### src/design/gha_pkg.sv
// ----------------------------------------------------------------------------
// gha_pkg
// Shared types and constants of the generational handle allocator: request and
// response beats, the classified command, table entry layouts and codes.
// ----------------------------------------------------------------------------
package gha_pkg;

   // Sizing
   localparam int CAPACITY = 1024;
   localparam int GEN_BITS = 8;
   localparam int IDX_W    = $clog2(CAPACITY);
   localparam int CNT_W    = $clog2(CAPACITY + 1);

   // Queue depths between the parts
   localparam int CMD_QUEUE_DEPTH = 2;
   localparam int RSP_QUEUE_DEPTH = 2;

   // Request opcodes (code 3 is unused)
   localparam logic [1:0] OP_CREATE  = 2'd0;
   localparam logic [1:0] OP_DESTROY = 2'd1;
   localparam logic [1:0] OP_CHECK   = 2'd2;

   // Response status codes
   localparam logic [1:0] ST_OK      = 2'd0;
   localparam logic [1:0] ST_FULL    = 2'd1;
   localparam logic [1:0] ST_INVALID = 2'd2;

   typedef struct packed {
      logic [1:0]          opcode;
      logic [IDX_W-1:0]    entity_index;
      logic [GEN_BITS-1:0] entity_generation;
      logic                null_handle;
   } req_type;

   typedef struct packed {
      logic [1:0]          status;
      logic [IDX_W-1:0]    out_index;
      logic [GEN_BITS-1:0] out_generation;
      logic [CNT_W-1:0]    live_count;
   } rsp_type;

   typedef enum logic [1:0] {
      CMD_CREATE,
      CMD_DESTROY,
      CMD_CHECK,
      CMD_NONE
   } cmd_kind_type;

   typedef struct packed {
      cmd_kind_type        kind;
      logic [IDX_W-1:0]    idx;
      logic [GEN_BITS-1:0] gen;
      logic                null_handle;
   } cmd_type;

   // Generation table entry: occupied flag plus the slot's generation
   typedef struct packed {
      logic                live;
      logic [GEN_BITS-1:0] gen;
   } slot_type;

   // Free stack entry: slot index plus the generation it will carry on reuse
   typedef struct packed {
      logic [IDX_W-1:0]    idx;
      logic [GEN_BITS-1:0] gen;
   } free_type;

   typedef enum logic {
      BK_IDLE,
      BK_EXEC
   } bk_state_type;

endpackage

### src/design/gha_rsp_queue.sv
// ----------------------------------------------------------------------------
// gha_rsp_queue
// Response side: short queue of finished response beats, so the engine can
// run on while the consumer stalls.
// ----------------------------------------------------------------------------
module gha_rsp_queue import gha_pkg::*; (
   input  logic    clock,
   input  logic    reset,
   input  logic    rsp_push,
   input  rsp_type rsp_in,
   output logic    rsp_full,
   output logic    empty,
   input  logic    pop,
   output rsp_type rsp_data
);

   localparam int PTR_W = $clog2(RSP_QUEUE_DEPTH);
   localparam int OCC_W = $clog2(RSP_QUEUE_DEPTH + 1);

   rsp_type          ent_ff [RSP_QUEUE_DEPTH];
   logic [PTR_W-1:0] wr_ptr_ff, wr_ptr_in;
   logic [PTR_W-1:0] rd_ptr_ff, rd_ptr_in;
   logic [OCC_W-1:0] occ_ff, occ_in;
   logic             do_push;
   logic             do_pop;

   assign rsp_full = (occ_ff == OCC_W'(RSP_QUEUE_DEPTH));
   assign empty    = (occ_ff == '0);
   assign rsp_data = ent_ff[rd_ptr_ff];
   assign do_push  = rsp_push && !rsp_full;
   assign do_pop   = pop && !empty;

   // Pointer and occupancy update
   always_comb begin
      wr_ptr_in = wr_ptr_ff;
      rd_ptr_in = rd_ptr_ff;
      occ_in    = occ_ff;
      if (do_push) begin
         wr_ptr_in = (wr_ptr_ff == PTR_W'(RSP_QUEUE_DEPTH - 1)) ? '0 : wr_ptr_ff + PTR_W'(1);
      end
      if (do_pop) begin
         rd_ptr_in = (rd_ptr_ff == PTR_W'(RSP_QUEUE_DEPTH - 1)) ? '0 : rd_ptr_ff + PTR_W'(1);
      end
      if (do_push && !do_pop) begin
         occ_in = occ_ff + OCC_W'(1);
      end else if (do_pop && !do_push) begin
         occ_in = occ_ff - OCC_W'(1);
      end
   end

   always_ff @(posedge clock) begin
      if (reset) begin
         wr_ptr_ff <= '0;
         rd_ptr_ff <= '0;
         occ_ff    <= '0;
      end else begin
         wr_ptr_ff <= wr_ptr_in;
         rd_ptr_ff <= rd_ptr_in;
         occ_ff    <= occ_in;
      end
   end

   // Entry storage
   always_ff @(posedge clock) begin
      if (do_push) begin
         ent_ff[wr_ptr_ff] <= rsp_in;
      end
   end

endmodule

### config.mk
export PLATFORM = sky130hd
export DESIGN_NAME = gha_rsp_queue
export DESIGN_NICKNAME = d
export VERILOG_FILES = /design/src/design/gha_pkg.sv /design/src/design/gha_rsp_queue.sv
export SDC_FILE = /design/constraint.sdc
export NUM_CORES = 1
export LEC_CHECK = 0
export ABC_AREA = 1
export BUFFER_PORTS_ARGS = -buffer_cell sky130_fd_sc_hd__clkbuf_2
export CORE_MARGIN = 3
export CORE_UTILIZATION = 45
export CTS_CLUSTER_DIAMETER = 200
export CTS_CLUSTER_SIZE = 16
export DETAILED_ROUTE_END_ITERATION = 10
export GPL_ROUTABILITY_DRIVEN = 0
export PLACE_DENSITY = 0.68
export SYNTH_ARGS = -nofsm -noshare
export SYNTH_HDL_FRONTEND = slang
export SYNTH_SLANG_ARGS = --single-unit
### constraint.sdc
create_clock -name clock -period 2.88 [get_ports clock]
set_input_delay 0.144 -clock clock [delete_from_list [all_inputs] [get_ports clock]]
set_output_delay 0.144 -clock clock [all_outputs]
set_load 0.1 [all_outputs]
# After elaboration in Yosys (flattened, before gate mapping)
# Memories as Yosys holds them, arrays and structs flattened. A register that Yosys moved wholly into a read port is not among the register bits.
# Index checks and enable logic that the tools add are counted.
totals:
  ff_bits: 4
  latchBits: 0
  ramBits: 62
  mem_bits_ro: 0
  inputBits: 35
  out_inout_bits: 33
  mem_count: 1
classes:
  n_addsub: 4
  multipliers: 0
  n_div: 0
  magnitude_cmp: 0
  n_eq_ne: 1
  shift: 0
  n_mux: 8
  n_bitwise: 0
  n_reduce_logical: 10
mem_list:
  columns: ["name", "words", "word_bits", "rd", "rd_ports_with_merged_regs", "wr", "line", "source"]
  rows:
  - ["ent_ff", 2, 31, 1, 1, 1, "gha_rsp_queue.sv:20", "rsp_type ent_ff [RSP_QUEUE_DEPTH];"]
ops:
  columns: ["cell", "n"]
  rows:
  - ["$mux W1", 6]
  - ["$logic_and A1 B1 Y1", 4]
  - ["$logic_not A1 Y1", 4]
  - ["$mux W2", 2]
  - ["$add A1 B1 Y1 const B", 2]
  - ["$add A2 B1 Y2 const B", 1]
  - ["$eq A2 B2 Y1 const B", 1]
  - ["$logic_not A2 Y1", 1]
  - ["$reduce_bool A2 Y1", 1]
  - ["$sub A2 B1 Y2 const B", 1]

# Longest topological paths before layout
logic_depth:
  ltp_word: 7
  mapped_depth: 10

# Worst setup path before layout
# No wires, ideal clock.
synth_timing:
  path_kind: "reg2reg"
  from: "register occ_ff[0]"
  to: "memory ent_ff[0][0] in the netlist's numbering, enable pin"
  setup_time_ns: 0.419
  t_arrival_ns: 1.864
  path_slack_ns: 0.597
  path_stages_with_launch: 3
  path_buffers: 0
  path_cell_list: "dfxtp_1 -> o21ai_2 -> nor2_1"
synth_via:
  elab_chain_len: 5
synth_lines:
  columns: ["item", "line", "source"]
  rows:
  - ["from (decl)", "gha_rsp_queue.sv:23", "logic [OCC_W-1:0] occ_ff, occ_in;"]
  - ["from (signal assigned)", "gha_rsp_queue.sv:59", "occ_ff <= occ_in;"]
  - ["$eq A2 B2 Y1", "gha_rsp_queue.sv:27", "assign rsp_full = (occ_ff == OCC_W'(RSP_QUEUE_DEPTH));"]
  - ["$logic_not A1 Y1", "gha_rsp_queue.sv:30", "assign do_push = rsp_push && !rsp_full;"]
  - ["$logic_and A1 B1 Y1", "gha_rsp_queue.sv:30", null]
  - ["$mux W1", "gha_rsp_queue.sv:65", "if (do_push) begin"]
  - ["$mux W1 (implied by the code)", "gha_rsp_queue.sv:66", "ent_ff[wr_ptr_ff] <= rsp_in;"]
  - ["to (decl)", "gha_rsp_queue.sv:20", null]
# Every way passes these cells.

==> impl_metrics.csv <==
group,metric,value,unit
cts,htree_num_levels,3,
setup_path,crit_fanout,20,
min_path,min_path_type,"in2reg",
cts,post_cts_buffers,0,
cts,clk_latency,0.32,ns
yosys,syn_inst,133,
floorplanning,die_h,80.4,um
timing,setup_viol,0,
yosys,synth_nets,169,
yosys,synth_area,2490,sq um
power_and_ir_drop,power_leakage,1.26,nW
timing,relSlewSlack,55.5,%
setup_path,rr_worst_depth,3,
routing,firstDrtPassIters,4,
routing,num_vias,1439,
timing,clock_skew,0.00712,ns
cts,clk_transition_reported_paths,0.07,ns
global_route,grt_pass1_vias,1473,
min_path,min-delay-start,"rsp_in[22]",
floorplanning,pin_count,68,
yosys,yosys_warnings,0,
finish,drive_above_1_share,52.8,%
floorplanning,dieArea,6470,sq um
routing,wire_per_inst,14.9,um
min_path,worstHoldEndpoint,"ent_ff[1][22]$_DFFE_PP_",
yosys,synthArstFlopShare,0,%
yosys,synth_area_per_cell,18.7,sq um
floorplanning,dieWidth,80.4,um
timing,finalCriticalPeriod,2.22,ns
timing,post-route-period-util,77.3,%
finish,num_antenna_cells,0,
routing,ant_nets,0,
global_route,track_usage,14.8,%
yosys,ys_seq_area_share,78.7,%
cts,cts_buffers,9,
setup_path,reg2reg_slack,1.17,ns
timing,report.final.slew_viol_count,0,
routing,route.detailed.drc,0,
finish,area_growth,29.7,%
setup_path,rr_startpoint,"occ_ff[0]$_SDFFE_PP0P_",
yosys,synth.area.top_cells,"edfxtp_1 (75%), mux2_2 (14%), dfxtp_1 (4.0%)",
setup_path,path_class,"reg2out",
setup_path,endpoint_kind,"output port",
global_route,grt_pass1_wl,6890,um
timing,rsz0062_at_grt,"no",
floorplanning,std_cell_rows,26,
timing,fmax,449,MHz
power_and_ir_drop,vdd_drop_max,0.832,mV
floorplanning,start_util,47.6,%
routing,wl_met1,1740,um
finish,final_core_util,61.8,%
placed_design,dp_hpwl,3060,um
yosys,synth_cell_types,18,
yosys,synth_edf_count,62,
cts,cts.path.max_buffers,2,
global_route,grt_max_degree,21,
flow_run,max-cap-violations,0,
yosys,synthFlopType,"edfxtp_1",
setup_path,start_kind,"register",
cts,clock_sinks,67,
routing,drtIter0Drc,52,
placed_design,portBuffers,67,
timing,tns,0,ns
cts,cts-root-buf,"clkbuf_8",
yosys,synth_top_area_share,74.7,%
yosys,synth_common_cells,"edfxtp_1 (62), mux2_2 (31), nor2_1 (9)",
min_path,worstHoldPathCells,1,
yosys,synth_top_area_cell,"edfxtp_1",
floorplanning,coreArea,5240,sq um
yosys,synth.most_common_cell,"edfxtp_1",
yosys,ys_ff_latch,67,
timing,tightest_slew,0.666,ns
cts,cts_tree,"yes",
power_and_ir_drop,total_power,3.52,mW
routing,drt-total-wl,4500,um
routing,via_per_inst,4.78,
global_route,antenna_found_initial,0,
routing,top_layer_used,"met4",
outcome,outcome,"complete, no violations",
setup_path,r2r_end,"ent_ff[1][12]$_DFFE_PP_",
timing,hold_viol,0,
setup_path,cp.arrival,2.08,ns
setup_path,worstPathRequired,2.74,ns
global_route,grt_overflow,0,
power_and_ir_drop,power_density,1090,nW/um^2
cts,cts_resized,0,
routing,route.met2.wl,2420,um
finish,fin_nets,263,
routing,wl_met3,247,um
[stage by stage]
step | hold WS (ns) | setup slack (ns) | std cells | area, sq um
2_1_floorplan | 0.243 | 0.597 | 133 | 2490
6_report | 0.0152 | 0.655 | 301 | 3230
3_5_place_dp | 0.339 | 0.966 | 271 | 2930
4_1_cts | 0.000476 | 0.603 | 296 | 3180
5_1_grt | 0.000494 | 0.526 | 301 | 3230
3_3_place_gp | 0.332 | 1.01 | 271 | 2930
[sequential cells by signal (all words and copies together), names as in the netlist, named ones only]
register   flops
wr_ptr_ff      1
occ_ff         2
ent_ff        62
rd_ptr_ff      1
[worst max-delay path by stage]
| stage | cells past startpoint | endpoint | from |
|---|---|---|---|
| floorplan | 2 | ent_ff[0][0]$_DFFE_PP_ | occ_ff[0]$_SDFFE_PP0P_ |
| global placement | 3 | rsp_data[8] | register |
| detailed placement | 3 | rsp_data[18] | register |
| CTS | 3 | rsp_data[18] | register |
| global route | 3 | rsp_data[18] | register |
| finish | 3 | rsp_data[8] | register |
[timing repair]
action,4_1_cts,5_1_grt
hold buffers,10,5
endpoints found under the setup margin,0,0
hold endpoints to repair,19,8
[worst max-delay path, cell delays in order, from the launching register on]
cell	delay, ns
dfxtp_1	0.62
buf_4	0.37
mux2_2	0.38
clkbuf_2	0.37
[routing by layer]
metal,track usage (%),vias to the layer above
li1,-,691
met1,15.9,695
met2,25.9,45
met3,3.92,8
met4,8.61,0
met5,0,-
[cell usage in the layout, fill, tap and decap left out]
cell type and instances:
clkbuf_2 67, edfxtp_1 62, mux2_2 31, dlygate4sd3_1 15
clkbuf_8 9, nor2_1 7, inv_1 6, dfxtp_1 5
inv_2 3, nand2_1 3, clkinv_2 3, buf_4 3
o21ai_2 2, nor2_2 2, o21ai_0 2, clkbuf_1 2
a21oi_1 1, and2_1 1, o21ai_1 1, nand2_2 1
nand3_1 1, nand4_1 1, ha_1 1, clkinv_1 1
buf_12 1
[where the power goes]
group          internal [mW]  leakage [nW]  switching (mW)
registers               1.23         0.620          0.0646
clock network          0.300        0.0804           0.310
logic                  0.306         0.563            1.30
[final cells by class]
class / instances / area [sq um]
clock buffers: 11 / 131
clock inverters: 4 / 18.8
fillers: 437 / 2000
inverters: 9 / 33.8
multi-input cells: 54 / 473
flip-flops and latches: 67 / 1960
well taps: 70 / 87.6
repair buffers: 86 / 528
[kinds of logic after synthesis]
kind of cell | after synthesis | share of synthesized area [%]
flip-flops | 67 | 78.7
multiplexers | 31 | 14.0
AND/OR/NAND/NOR | 16 | 2.76
buffers and inverters | 12 | 2.56
AO/OA/AOI/OAI | 6 | 1.51
adder cells (fa/ha/maj) | 1 | 0.502
Power figures use the tool's default switching activity.
