**src/design/gha_pkg.sv**
```systemverilog
// ----------------------------------------------------------------------------
// gha_pkg
// Shared types and constants of the generational handle allocator: request and
// response beats, the classified command, table entry layouts and codes.
// ----------------------------------------------------------------------------
package gha_pkg;

   // Sizing
   localparam int CAPACITY = 1024;
   localparam int GEN_BITS = 8;
   localparam int IDX_W    = $clog2(CAPACITY);
   localparam int CNT_W    = $clog2(CAPACITY + 1);

   // Queue depths between the parts
   localparam int CMD_QUEUE_DEPTH = 2;
   localparam int RSP_QUEUE_DEPTH = 2;

   // Request opcodes (code 3 is unused)
   localparam logic [1:0] OP_CREATE  = 2'd0;
   localparam logic [1:0] OP_DESTROY = 2'd1;
   localparam logic [1:0] OP_CHECK   = 2'd2;

   // Response status codes
   localparam logic [1:0] ST_OK      = 2'd0;
   localparam logic [1:0] ST_FULL    = 2'd1;
   localparam logic [1:0] ST_INVALID = 2'd2;

   typedef struct packed {
      logic [1:0]          opcode;
      logic [IDX_W-1:0]    entity_index;
      logic [GEN_BITS-1:0] entity_generation;
      logic                null_handle;
   } req_type;

   typedef struct packed {
      logic [1:0]          status;
      logic [IDX_W-1:0]    out_index;
      logic [GEN_BITS-1:0] out_generation;
      logic [CNT_W-1:0]    live_count;
   } rsp_type;

   typedef enum logic [1:0] {
      CMD_CREATE,
      CMD_DESTROY,
      CMD_CHECK,
      CMD_NONE
   } cmd_kind_type;

   typedef struct packed {
      cmd_kind_type        kind;
      logic [IDX_W-1:0]    idx;
      logic [GEN_BITS-1:0] gen;
      logic                null_handle;
   } cmd_type;

   // Generation table entry: occupied flag plus the slot's generation
   typedef struct packed {
      logic                live;
      logic [GEN_BITS-1:0] gen;
   } slot_type;

   // Free stack entry: slot index plus the generation it will carry on reuse
   typedef struct packed {
      logic [IDX_W-1:0]    idx;
      logic [GEN_BITS-1:0] gen;
   } free_type;

   typedef enum logic {
      BK_IDLE,
      BK_EXEC
   } bk_state_type;

endpackage

```
**src/design/gha_front.sv**
```systemverilog
// ----------------------------------------------------------------------------
// gha_front
// Request side: decodes each request beat into a command and holds it in a
// short queue until the engine takes it.
// ----------------------------------------------------------------------------
module gha_front import gha_pkg::*; (
   input  logic    clock,
   input  logic    reset,
   input  logic    push,
   output logic    full,
   input  req_type req_data,
   output logic    cmd_valid,
   output cmd_type cmd,
   input  logic    cmd_pop
);

   localparam int PTR_W = $clog2(CMD_QUEUE_DEPTH);
   localparam int OCC_W = $clog2(CMD_QUEUE_DEPTH + 1);

   cmd_type          ent_ff [CMD_QUEUE_DEPTH];
   logic [PTR_W-1:0] wr_ptr_ff, wr_ptr_in;
   logic [PTR_W-1:0] rd_ptr_ff, rd_ptr_in;
   logic [OCC_W-1:0] occ_ff, occ_in;
   cmd_type          decoded;
   logic             do_push;
   logic             do_pop;

   // Classify the request
   always_comb begin
      decoded.idx         = req_data.entity_index;
      decoded.gen         = req_data.entity_generation;
      decoded.null_handle = req_data.null_handle;
      unique case (req_data.opcode)
         OP_CREATE:  decoded.kind = CMD_CREATE;
         OP_DESTROY: decoded.kind = CMD_DESTROY;
         OP_CHECK:   decoded.kind = CMD_CHECK;
         default:    decoded.kind = CMD_NONE;
      endcase
   end

   assign full      = (occ_ff == OCC_W'(CMD_QUEUE_DEPTH));
   assign cmd_valid = (occ_ff != '0);
   assign cmd       = ent_ff[rd_ptr_ff];
   assign do_push   = push && !full;
   assign do_pop    = cmd_pop && cmd_valid;

   // Pointer and occupancy update
   always_comb begin
      wr_ptr_in = wr_ptr_ff;
      rd_ptr_in = rd_ptr_ff;
      occ_in    = occ_ff;
      if (do_push) begin
         wr_ptr_in = (wr_ptr_ff == PTR_W'(CMD_QUEUE_DEPTH - 1)) ? '0 : wr_ptr_ff + PTR_W'(1);
      end
      if (do_pop) begin
         rd_ptr_in = (rd_ptr_ff == PTR_W'(CMD_QUEUE_DEPTH - 1)) ? '0 : rd_ptr_ff + PTR_W'(1);
      end
      if (do_push && !do_pop) begin
         occ_in = occ_ff + OCC_W'(1);
      end else if (do_pop && !do_push) begin
         occ_in = occ_ff - OCC_W'(1);
      end
   end

   always_ff @(posedge clock) begin
      if (reset) begin
         wr_ptr_ff <= '0;
         rd_ptr_ff <= '0;
         occ_ff    <= '0;
      end else begin
         wr_ptr_ff <= wr_ptr_in;
         rd_ptr_ff <= rd_ptr_in;
         occ_ff    <= occ_in;
      end
   end

   // Entry storage
   always_ff @(posedge clock) begin
      if (do_push) begin
         ent_ff[wr_ptr_ff] <= decoded;
      end
   end

endmodule

```
**config.mk**
```make
export PLATFORM = sky130hd
export DESIGN_NAME = gha_front
export DESIGN_NICKNAME = d
export VERILOG_FILES = /design/src/design/gha_pkg.sv /design/src/design/gha_front.sv
export SDC_FILE = /design/constraint.sdc
export NUM_CORES = 1
export LEC_CHECK = 0
export BUFFER_PORTS_ARGS = -buffer_cell sky130_fd_sc_hd__buf_2
export CAP_MARGIN = 5
export CORE_UTILIZATION = 50
export DETAILED_ROUTE_END_ITERATION = 10
export GPL_TIMING_DRIVEN = 0
export HOLD_SLACK_MARGIN = 0.1
export PLACE_DENSITY_LB_ADDON = 0.08
export SLEW_MARGIN = 5
export SYNTH_ARGS = -nofsm -noshare
export SYNTH_HDL_FRONTEND = slang
export SYNTH_SLANG_ARGS = --single-unit
```
**constraint.sdc**
```tcl
create_clock -name clock -period 2.6 [get_ports clock]
set_clock_uncertainty 0.15 [all_clocks]
set_input_delay 0.26 -clock clock [delete_from_list [all_inputs] [get_ports clock]]
set_output_delay 0.26 -clock clock [all_outputs]
set_load 0.01 [all_outputs]
```
# After elaboration in Yosys (flattened, before gate mapping)
# Memory sizes are Yosys's and may differ from the RTL's. A register that Yosys moved wholly into a read port is not among the register bits.
# Index checks and enable logic that the tools add are counted.
# totals
regBits	4
ramBits	42
n_memories	1
# mem_list
name	depth	width	rd	rd_clocked_by_memory_dff	wr	line_no	rtl
ent_ff	2	21	1	1	1	gha_front.sv:20	cmd_type ent_ff [CMD_QUEUE_DEPTH];
# op_classes
n_addsub	4
n_eq_ne	3
n_mux	9
n_reduce_logical	10
# ops
cell	n
1-bit two-way mux	6
2-bit one-hot mux with 3 select lines	1
2-bit equality test (second input constant)	2
1-bit logical AND	4
2-bit two-way mux	2
2-bit nonzero test	2
1-bit logical NOT	3
1-bit adder (second input constant)	2
2-bit by 1-bit adder with 2-bit output (second input constant)	1
2-bit by 1-bit equality test with 1-bit output (second input constant)	1
2-bit logical NOT	1
2-bit by 1-bit subtractor with 2-bit output (second input constant)	1

# Longest topological paths before layout
# Gate-level depths: netlist (run 1).
# logic_depth
word_depth	7
ltp_mapped	6

# Worst setup path before layout (run 1)
# OpenSTA, ideal clock, no wires.
# synth_timing
path_type	register to register
start	register occ_ff[1]
end	memory ent_ff[0][0] in the netlist's numbering, enable pin
setup_time_ns	0.376
t_arrival_ns	1.246
required_time_ns	2.074
slack_ns	0.828
stages_incl_launch_ff	4
path_buffers	0
period_less_slack_ns	1.772
cell_sequence	dfxtp_1 -> nor2b_2 -> or3_1 -> inv_1
# synth_via
elab_chain_cells	5
# synth_rtl
element	line_no	rtl
start: declaration	gha_front.sv:23	logic [OCC_W-1:0] occ_ff, occ_in;
start signal: assignment	gha_front.sv:73	occ_ff <= occ_in;
2-bit equality test	gha_front.sv:41	assign full = (occ_ff == OCC_W'(CMD_QUEUE_DEPTH));
via full	gha_front.sv:10	output logic full,
1-bit logical NOT	gha_front.sv:44	assign do_push = push && !full;
1-bit logical AND	gha_front.sv:44	
1-bit two-way mux	gha_front.sv:79	if (do_push) begin
1-bit two-way mux (not written as such)	gha_front.sv:80	ent_ff[wr_ptr_ff] <= decoded;
end: declaration	gha_front.sv:20	
# The timed path passes the listed nets, and every way through them passes these cells.

# Final worst setup path (run 1)
# layout_timing
start	register occ_ff[1]
end	memory ent_ff[0][9] in the netlist's numbering, enable pin
# layout_via
elab_chain_cells	5
# layout_rtl
element	line_no
2-bit equality test	gha_front.sv:41
1-bit logical NOT	gha_front.sv:44
1-bit logical AND	gha_front.sv:44
1-bit two-way mux	gha_front.sv:79
1-bit two-way mux (not written as such)	gha_front.sv:80
# Every way passes these cells.

==> results.cfg, run 1 <==
[floorplan]
start_util_pct = 52.01
core_sq_um = 3337
rows = 21
die_w_um = 60.92
pin_count = 48
die_h_um = 60.92
dieArea_sq_um = 3711

[clock_tree]
cts_hold_buffers = 22
post_cts_resized = 0
clkSlewWorstSetupHoldPaths_ns = 0.10
cts.sinks = 47
clk_latency_ns = 0.33
cts_tree = done
cts_made_buffers = 5
cts_buffer_depth = 2
cts_setup_buffers = 0
cts_max_level = 2
cts-root-buf = clkbuf_4

[routing]
drc = 0
drt-total-wl_um = 2686
drt_iter0_markers = 30
avgRoutedWirePerCell_um = 12.61
routed-via-count = 1033
vias_per_cell = 4.850
ant_nets = 0
drt_pre_antenna_iters = 4

[worst_setup_path]
crit_fanout = 21
crit_arrival_ns = 1.82
path_class = flip-flop to flip-flop
worst-endpoint-required_ns = 2.42
worstSetupStartpointType = flip-flop
cp-end-kind = flip-flop

[cells_and_area]
final_nets = 192
layout_commonest_cell = buf_2
area_growth_pct = 31.87
antennaDiodeCount = 0
final_layout_size_suffix_gt1_share_pct = 45.51
final_cells = 213
most-common-layout-cells = buf_2, edfxtp_1, dlygate4sd3_1
nFillCells = 278

[global_route]
top_usage_layer = met2
grt_pass1_vias = 935
grt-ovfl-total = 0
grtUsageMet2_pct = 27.16
antenna_found_initial = 0
use_met3_pct = 4.478
grt_start_max_net_pins = 22
use_met1_pct = 18.16
grt.total_usage_pct = 15.93
grt_pass1_wl_um = 4050

[power]
leakage_nw = 0.8849
peakVddDrop_mv = 0.5306
cellPowerDensity_nw_per_um2 = 817.3

[logic_synthesis]
synth_cell_types = 15
ys_seq_area_share_pct = 78.44
yosys_warnings = 0
synthesis.nets = 118
synthCells = 92
ys_top_cells_by_area = edfxtp_1, mux2_2, dfxtp_1, xor2_1, o21ai_0
netlist.area_leader.share_pct = 72.67
synth_top_area_cell = edfxtp_1
synth-seq-cells = 47
syn_avg_cell_area_sq_um = 18.86
syn_area_sq_um = 1735

[placement]
io_buffers = 45
globalplace.congestion = 0.6170
hpwl_um = 1698
dp_cells = 183

[sta]
period_share_pct = 76.98
hold_viol_final = 0
timing.max_slew.rel_slack_pct = 33.84
setup_viol_count_final = 0
period_minus_slack_ns = 2.001
tns_ns = 0
grt_setup_unrepaired = no
max_freq_mhz = 499.7
slew_viol_final = 0
max_slew.worst_pin.slew_ns = 0.9924

[outcome]
outcome = finished, final reports clean

[job]
cap_viol_max_count = 0

[hold_path]
hold_path.class = input pin to flip-flop
-- where the power goes --
part	internal (mW)	switching (mW)	total (mW)
clock network	0.106	0.202	0.308
registers	0.955	0.0410	0.996
logic	0.280	0.286	0.567
total	1.34	0.530	1.87
-- synthesized netlist by cell type --
library cell / instances
xor2_1: 3
inv_1: 2
or2_2: 1
mux2_2: 21
o21ai_0: 3
edfxtp_1: 42
clkbuf_1: 2
or3_1: 2
ha_1: 1
a21oi_1: 2
buf_2: 2
and2_1: 1
nor2_1: 4
nor2b_2: 1
dfxtp_1: 5
-- logic make-up after synthesis --
group | share of synthesized area [%]
AND/OR/NAND/NOR | 2.812
AO/OA/AOI/OAI | 1.442
flip-flops | 78.44
multiplexers | 13.63
adder cells (fa/ha/maj) | 0.7209
XOR/XNOR | 1.514
buffers and inverters | 1.442
-- area by class of cell --
cell class,instances,area [sq um],share of cell area (%)
inverters,2,7.507,0.3280
clock buffers,7,45.04,1.968
multi-input cells,39,349.1,15.25
well taps,46,57.56,2.515
plain buffers,4,17.52,0.7654
flip-flops and latches,47,1361,59.49
repair buffers,67,445.4,19.46
clock inverters,1,5.005,0.2187
-- critical path: stages (launching register included) --
cell and delay [ns]:
dfxtp_1 0.36, nor2b_2 0.18, or3_1 0.33, inv_1 0.63
-- state kept, by name, indices dropped and copies added, names as in the netlist, named ones only --
signal and cells:
wr_ptr_ff 1, rd_ptr_ff 1, ent_ff 42, occ_ff 2
-- metal layers --
layer	vias up	share of wire, %
met5	-	0
met4	0	1.6
met3	8	4.6
met2	31	53
met1	496	41
li1	498	-
-- path summary, 6_finish.rpt --
| path | endpoint | slack [ns] | startpoint | depth (start not counted) |
|---|---|---|---|---|
| hold / removal | wr_ptr_ff | 0.16 | push | 4 |
| hold reg to reg | wr_ptr_ff | 0.38 | wr_ptr_ff | 2 |
| setup / recovery | ent_ff[0][9] | 0.60 | occ_ff[1] | 3 |
| setup reg to reg | ent_ff[0][9] | 0.60 | occ_ff[1] | 3 |
-- per-stage QoR --
stage	util, %	power [mW]	instance area (sq um)	worst slack, ns	hold WS [ns]
global route	68.58	1.988	2288	0.4551	0.1947
detailed placement	60.48	1.561	2018	0.5656	0.3019
floorplan	-	1.366	1735	0.8283	0.1791
global placement	60.48	1.540	2018	0.6121	0.2975
CTS	68.58	1.896	2288	0.5504	0.1431
finish	68.58	1.870	2288	0.5986	0.1639
Power figures use the tool's default switching activity.
==> run 2: changes to the inputs <==
- ABC_AREA: default -> 1
- CORE_UTILIZATION: 50 -> 46
- clock period: 2.6 -> 1.65 ns (I/O delays scaled with it)
==> results.cfg, run 2 <==
[logic_synthesis]
synth-async-reset-ratio_pct = 0
synth-seq-cells = 47
syn_avg_cell_area_sq_um = 17.81
synth_top_area_cell = edfxtp_1
synth_edf_count = 42
netlist.area_leader.share_pct = 68.11
ys_seq_area_share_pct = 73.51
ys_top_cells_by_area = edfxtp_1, mux2_4, dfxtp_1, nor2_1, buf_6
yosysMostFrequentCell = edfxtp_1
synth_ff_type = edfxtp_1
synthesis.nets = 130
syn_area_sq_um = 1852
yosys_warnings = 0
synthCells = 104
synth_cell_types = 17
ys_top_cells_by_count = edfxtp_1, mux2_4, nor2_1

[floorplan]
core_sq_um = 3771
die_h_um = 65.45
dieArea_sq_um = 4283
rows = 22
start_util_pct = 49.10
pin_count = 48
die_w_um = 65.45

[global_route]
antenna_found_initial = 0
grt-ovfl-total = 0
grt_pass1_wl_um = 4416
grt.total_usage_pct = 14.24
grt_start_max_net_pins = 18
grt_pass1_vias = 1029

[cells_and_area]
utilization_pct = 67.19
nFillCells = 289
top_register = ent_ff
area_growth_pct = 36.82
top_regs = ent_ff: 42 flops, occ_ff: 2 flops
final_nets = 208
final_layout_size_suffix_gt1_share_pct = 46.45
most-common-layout-cells = buf_2, edfxtp_1, dlygate4sd3_1
largest_reg_flops = 42
final_cells = 231
final_area_sq_um = 2534
antennaDiodeCount = 0
layout_commonest_cell = buf_2

[clock_tree]
cts_max_level = 2
cts_tree = done
cts_buffer_depth = 2
clkSlewWorstSetupHoldPaths_ns = 0.07
cts-root-buf = clkbuf_8
cts_made_buffers = 5
cts_setup_buffers = 0
cts.sinks = 47
clk_latency_ns = 0.28

[power]
peakVddDrop_mv = 0.7407
pwr-share-seq_pct = 48.4
p_sw_share_pct = 27.67
pwr-share-clk_pct = 18.7
p_comb_share_pct = 32.8
p_sw_uw = 907.3
power_mw = 3.279
leakage_nw = 1.032
cellPowerDensity_nw_per_um2 = 1294
p_int_mw = 2.372

[sta]
hold_viol_final = 0
max_freq_mhz = 630.2
period_minus_slack_ns = 1.587
slew_viol_final = 0
max_slew.worst_pin.slew_ns = 0.3903
fin_ws_ns = 0.06325
timing.max_slew.rel_slack_pct = 73.95
grt_setup_unrepaired = yes
period_share_pct = 96.17
tns_ns = 0
whs_ns = 0.1161
setup_viol_count_final = 0

[worst_setup_path]
crit_cells = 3
cp-end-kind = output port
crit_fanout = 10
path_class = flip-flop to output port
critPathMaxStageDelay_ns = 0.39
crit_arrival_ns = 1.27
crit_family = flip-flops
rr_worst_depth = 8
cp_cell_sequence = buf_8 -> mux2_4 -> buf_2
worstSetupStartpointType = flip-flop
cp_slowest_cell = dfxtp_4
worst-endpoint-required_ns = 1.33
crit_buf_inv = 2

[job]
cap_viol_max_count = 0

[hold_path]
hold_path.class = input pin to flip-flop
min_delay_path_depth = 4

[placement]
dpl_cell_area_sq_um = 2197
dp_cells = 199
globalplace.congestion = 0.5996
hpwl_um = 1864
pre_cts_slack_ns = 0.07300
io_buffers = 45

[routing]
avgRoutedWirePerCell_um = 11.82
drt-total-wl_um = 2731
vias_per_cell = 4.584
routed-via-count = 1059
ant_nets = 0
drt_iter0_markers = 27
drt_pre_antenna_iters = 4
drc = 0

[outcome]
outcome = finished, final reports clean
==> run 2: cell count changes after synthesis, sizes merged <==
| cell | previous run | this run |
|---|---|---|
| and2 | 1 | 0 |
| inv | 2 | 8 |
| nand2 | 0 | 7 |
| nand3 | 0 | 2 |
| nand4 | 0 | 1 |
| nor2 | 4 | 8 |
| nor2b | 1 | 0 |
| or2 | 1 | 0 |
| or3 | 2 | 0 |
| xor2 | 3 | 0 |
==> run 2: final timing paths <==
path | slack [ns] | startpoint | endpoint
hold / removal | 0.12 | push | wr_ptr_ff
hold reg to reg | 0.36 | rd_ptr_ff | rd_ptr_ff
setup reg to reg | 0.11 | occ_ff[1] | occ_ff[1]
setup / recovery | 0.06 | flip-flop | cmd[17]
==> run 2: area by class of cell <==
class	count	area (sq um)	area share [%]
buffer	4	33.78	1.333
clock buffer	6	72.57	2.864
clock inverter	2	7.507	0.2963
inverter	8	30.03	1.185
multi-input combinational	45	442.9	17.48
sequential	47	1365	53.88
tap	48	60.06	2.370
timing repair buffer	71	521.8	20.59
==> run 2: timing repair <==
action | CTS | global route
hold endpoints to repair | 47 | 0
hold buffers | 23 | 0
resized for setup | 2 | 4
cloned | 1 | 0
endpoints found under the setup margin | 16 | 17
==> run 2: cell families after synthesis <==
group	share of synthesized area, %
DFF	73.51
buffers and inverters	3.243
and+or+nand+nor	4.189
adders and majority gates	0.6756
muxes	16.82
AOI/OAI and AO/OA	1.554
==> run 2: worst reg2reg max path: cells and delay by family, from the launching register on <==
kind,cells,cell delay (ns)
AO/OA/AOI/OAI,1,0.18
buffers and inverters,3,0.23
AND/OR/NAND/NOR,3,0.22
adder cells (fa/ha/maj),1,0.31
flip-flops,1,0.36
==> run 2: metal layers <==
metal  vias up  part of all wire [%]  GRT usage (%)
met3         5                   5.1          3.819
met4         0                   1.4          6.522
met5         -                     0              0
met2        27                    52          25.64
li1        534                     -              -
met1       493                    42          15.44
==> run 2: power groups by stage <==
stage                     combinational, mW  sequential (mW)  clock, mW
after floorplan                       0.681             1.59          0
after global placement                0.936             1.60          0
after detailed placement               1.03             1.60          0
after CTS                              1.08             1.58      0.637
after global routing                   1.18             1.60      0.680
final                                  1.08             1.59      0.615
==> run 3: changes to the inputs <==
- PLACE_DENSITY: default -> 0.81
- PLACE_DENSITY_LB_ADDON: 0.08 -> default
- SLEW_MARGIN: 5 -> 20
==> results.cfg, run 3 (synthesis results as in run 2) <==
[global_route]
grt_pass1_wl_um = 5043
antenna_found_initial = 0
grt_start_max_net_pins = 16
grt-ovfl-total = 0
grt.total_usage_pct = 17.03
grt_pass1_vias = 1112

[job]
cap_viol_max_count = 0

[placement]
io_buffers = 45
hpwl_um = 2221
pre_cts_slack_ns = 0.05221
globalplace.congestion = 0.6897
dpl_cell_area_sq_um = 2172
dp_cells = 199

[worst_setup_path]
r2r_slack_ns = 0.10
worst-endpoint-required_ns = 1.33
path_class = flip-flop to output port
crit_arrival_ns = 1.27
cp-end-kind = output port
rr_worst_depth = 4
worstReg2RegEnd = ent_ff[1][9]
worstSetupStartpointType = flip-flop
crit_fanout = 10
r2r_start = occ_ff[1]

[cells_and_area]
most-common-layout-cells = buf_2, edfxtp_1, dlygate4sd3_1
final_area_sq_um = 2529
nFillCells = 281
final_layout_size_suffix_gt1_share_pct = 48.09
antennaDiodeCount = 0
top_regs = ent_ff: 42 flops, occ_ff: 2 flops
final_cells = 231
final_nets = 208
area_growth_pct = 36.55
layout_commonest_cell = buf_2
largest_reg_flops = 42
top_register = ent_ff

[power]
p_int_mw = 2.385
p_sw_share_pct = 28.58
leakage_nw = 1.027
cellPowerDensity_nw_per_um2 = 1321
pwr-share-clk_pct = 19.0
pwr-share-seq_pct = 47.9
p_sw_uw = 954.4
power_mw = 3.339
peakVddDrop_mv = 0.7184
p_comb_share_pct = 33.1

[routing]
drt_pre_antenna_iters = 4
ant_nets = 0
routed-via-count = 1079
avgRoutedWirePerCell_um = 14.32
drt_iter0_markers = 54
drc = 0
vias_per_cell = 4.671
drt-total-wl_um = 3307

[floorplan]
rows = 22
die_h_um = 65.45
die_w_um = 65.45
dieArea_sq_um = 4283
start_util_pct = 49.10
core_sq_um = 3771
pin_count = 48

[clock_tree]
cts-root-buf = clkbuf_8
cts_max_level = 2
cts_buffer_depth = 2
cts_tree = done
cts_setup_buffers = 0
cts_made_buffers = 5
cts.sinks = 47
clk_latency_ns = 0.29
clkSlewWorstSetupHoldPaths_ns = 0.08

[sta]
fin_ws_ns = 0.06205
slew_viol_final = 0
period_share_pct = 96.24
hold_viol_final = 0
max_slew.worst_pin.slew_ns = 0.4355
grt_setup_unrepaired = no
setup_viol_count_final = 0
whs_ns = 0.1672
timing.max_slew.rel_slack_pct = 70.93
max_freq_mhz = 629.7
period_minus_slack_ns = 1.588

[hold_path]
hold_path.class = input pin to flip-flop
whs_endpoint = wr_ptr_ff
min_delay_path_depth = 4
hold_start = push

[outcome]
outcome = finished, final reports clean
==> run 3: layer usage <==
metal / part of all wire [%] / routed length (um) / global-route usage [%] / up-vias
met5: 0 / 0 / 0 / -
met4: 1.2 / 40 / 5.707 / 0
met3: 5.1 / 170 / 5.903 / 6
met2: 56 / 1844 / 32.73 / 36
li1: - / - / - / 532
met1: 38 / 1251 / 16.57 / 505
==> run 3: what timing repair did <==
| action | 4_1_cts | 5_1_grt |
|---|---|---|
| setup endpoints to repair | 18 | 30 |
| endpoints found under the hold margin | 47 | 0 |
| hold buffers | 23 | 0 |
| pin swaps | 0 | 1 |
| gates resized for setup | 2 | 7 |
| gates cloned | 1 | 0 |
==> run 3: layout make-up <==
| class | count | area, sq um | share of cell area [%] |
|---|---|---|---|
| plain buffers | 4 | 38.79 | 1.534 |
| clock buffers | 7 | 76.32 | 3.018 |
| clock inverters | 1 | 5.005 | 0.1979 |
| inverters | 8 | 30.03 | 1.188 |
| multi-input cells | 45 | 455.4 | 18.01 |
| flip-flops and latches | 47 | 1366 | 54.03 |
| well taps | 48 | 60.06 | 2.375 |
| repair buffers | 71 | 496.7 | 19.64 |
==> run 3: power groups by stage <==
stage          Clock [mW]  Combinational, mW  Sequential, mW
2_1_floorplan           0              0.681            1.59
3_3_place_gp            0              0.924            1.60
3_5_place_dp            0               1.01            1.61
4_1_cts             0.656               1.06            1.59
5_1_grt             0.713               1.20            1.61
6_report            0.635               1.11            1.60
==> run 3: metrics by stage <==
stage                     TNS, ns  util [%]
after floorplan            -11.91         -
after global placement     -29.86     56.67
after detailed placement        0     57.60
after CTS                       0     66.09
after global routing            0     67.05
final                           0     67.05
==> run 3: worst max-delay path by stage <==
stage                     depth (start not counted)      start       endpoint  slack (ns)
after global routing                              3  flip-flop         cmd[4]       0.009
after detailed placement                          9  occ_ff[1]      occ_ff[1]        0.05
after global placement                            2  occ_ff[0]  ent_ff[1][14]       -0.71
final                                             3  flip-flop         cmd[4]        0.06
after floorplan                                   2  occ_ff[0]   ent_ff[1][0]       -0.28
after CTS                                         3  flip-flop         cmd[4]      0.0001
==> run 3: worst max-delay path, stage by stage, from the launching register on <==
cell and delay (ns):
dfxtp_4 0.40, buf_12 0.15, mux2_4 0.30, buf_2 0.14
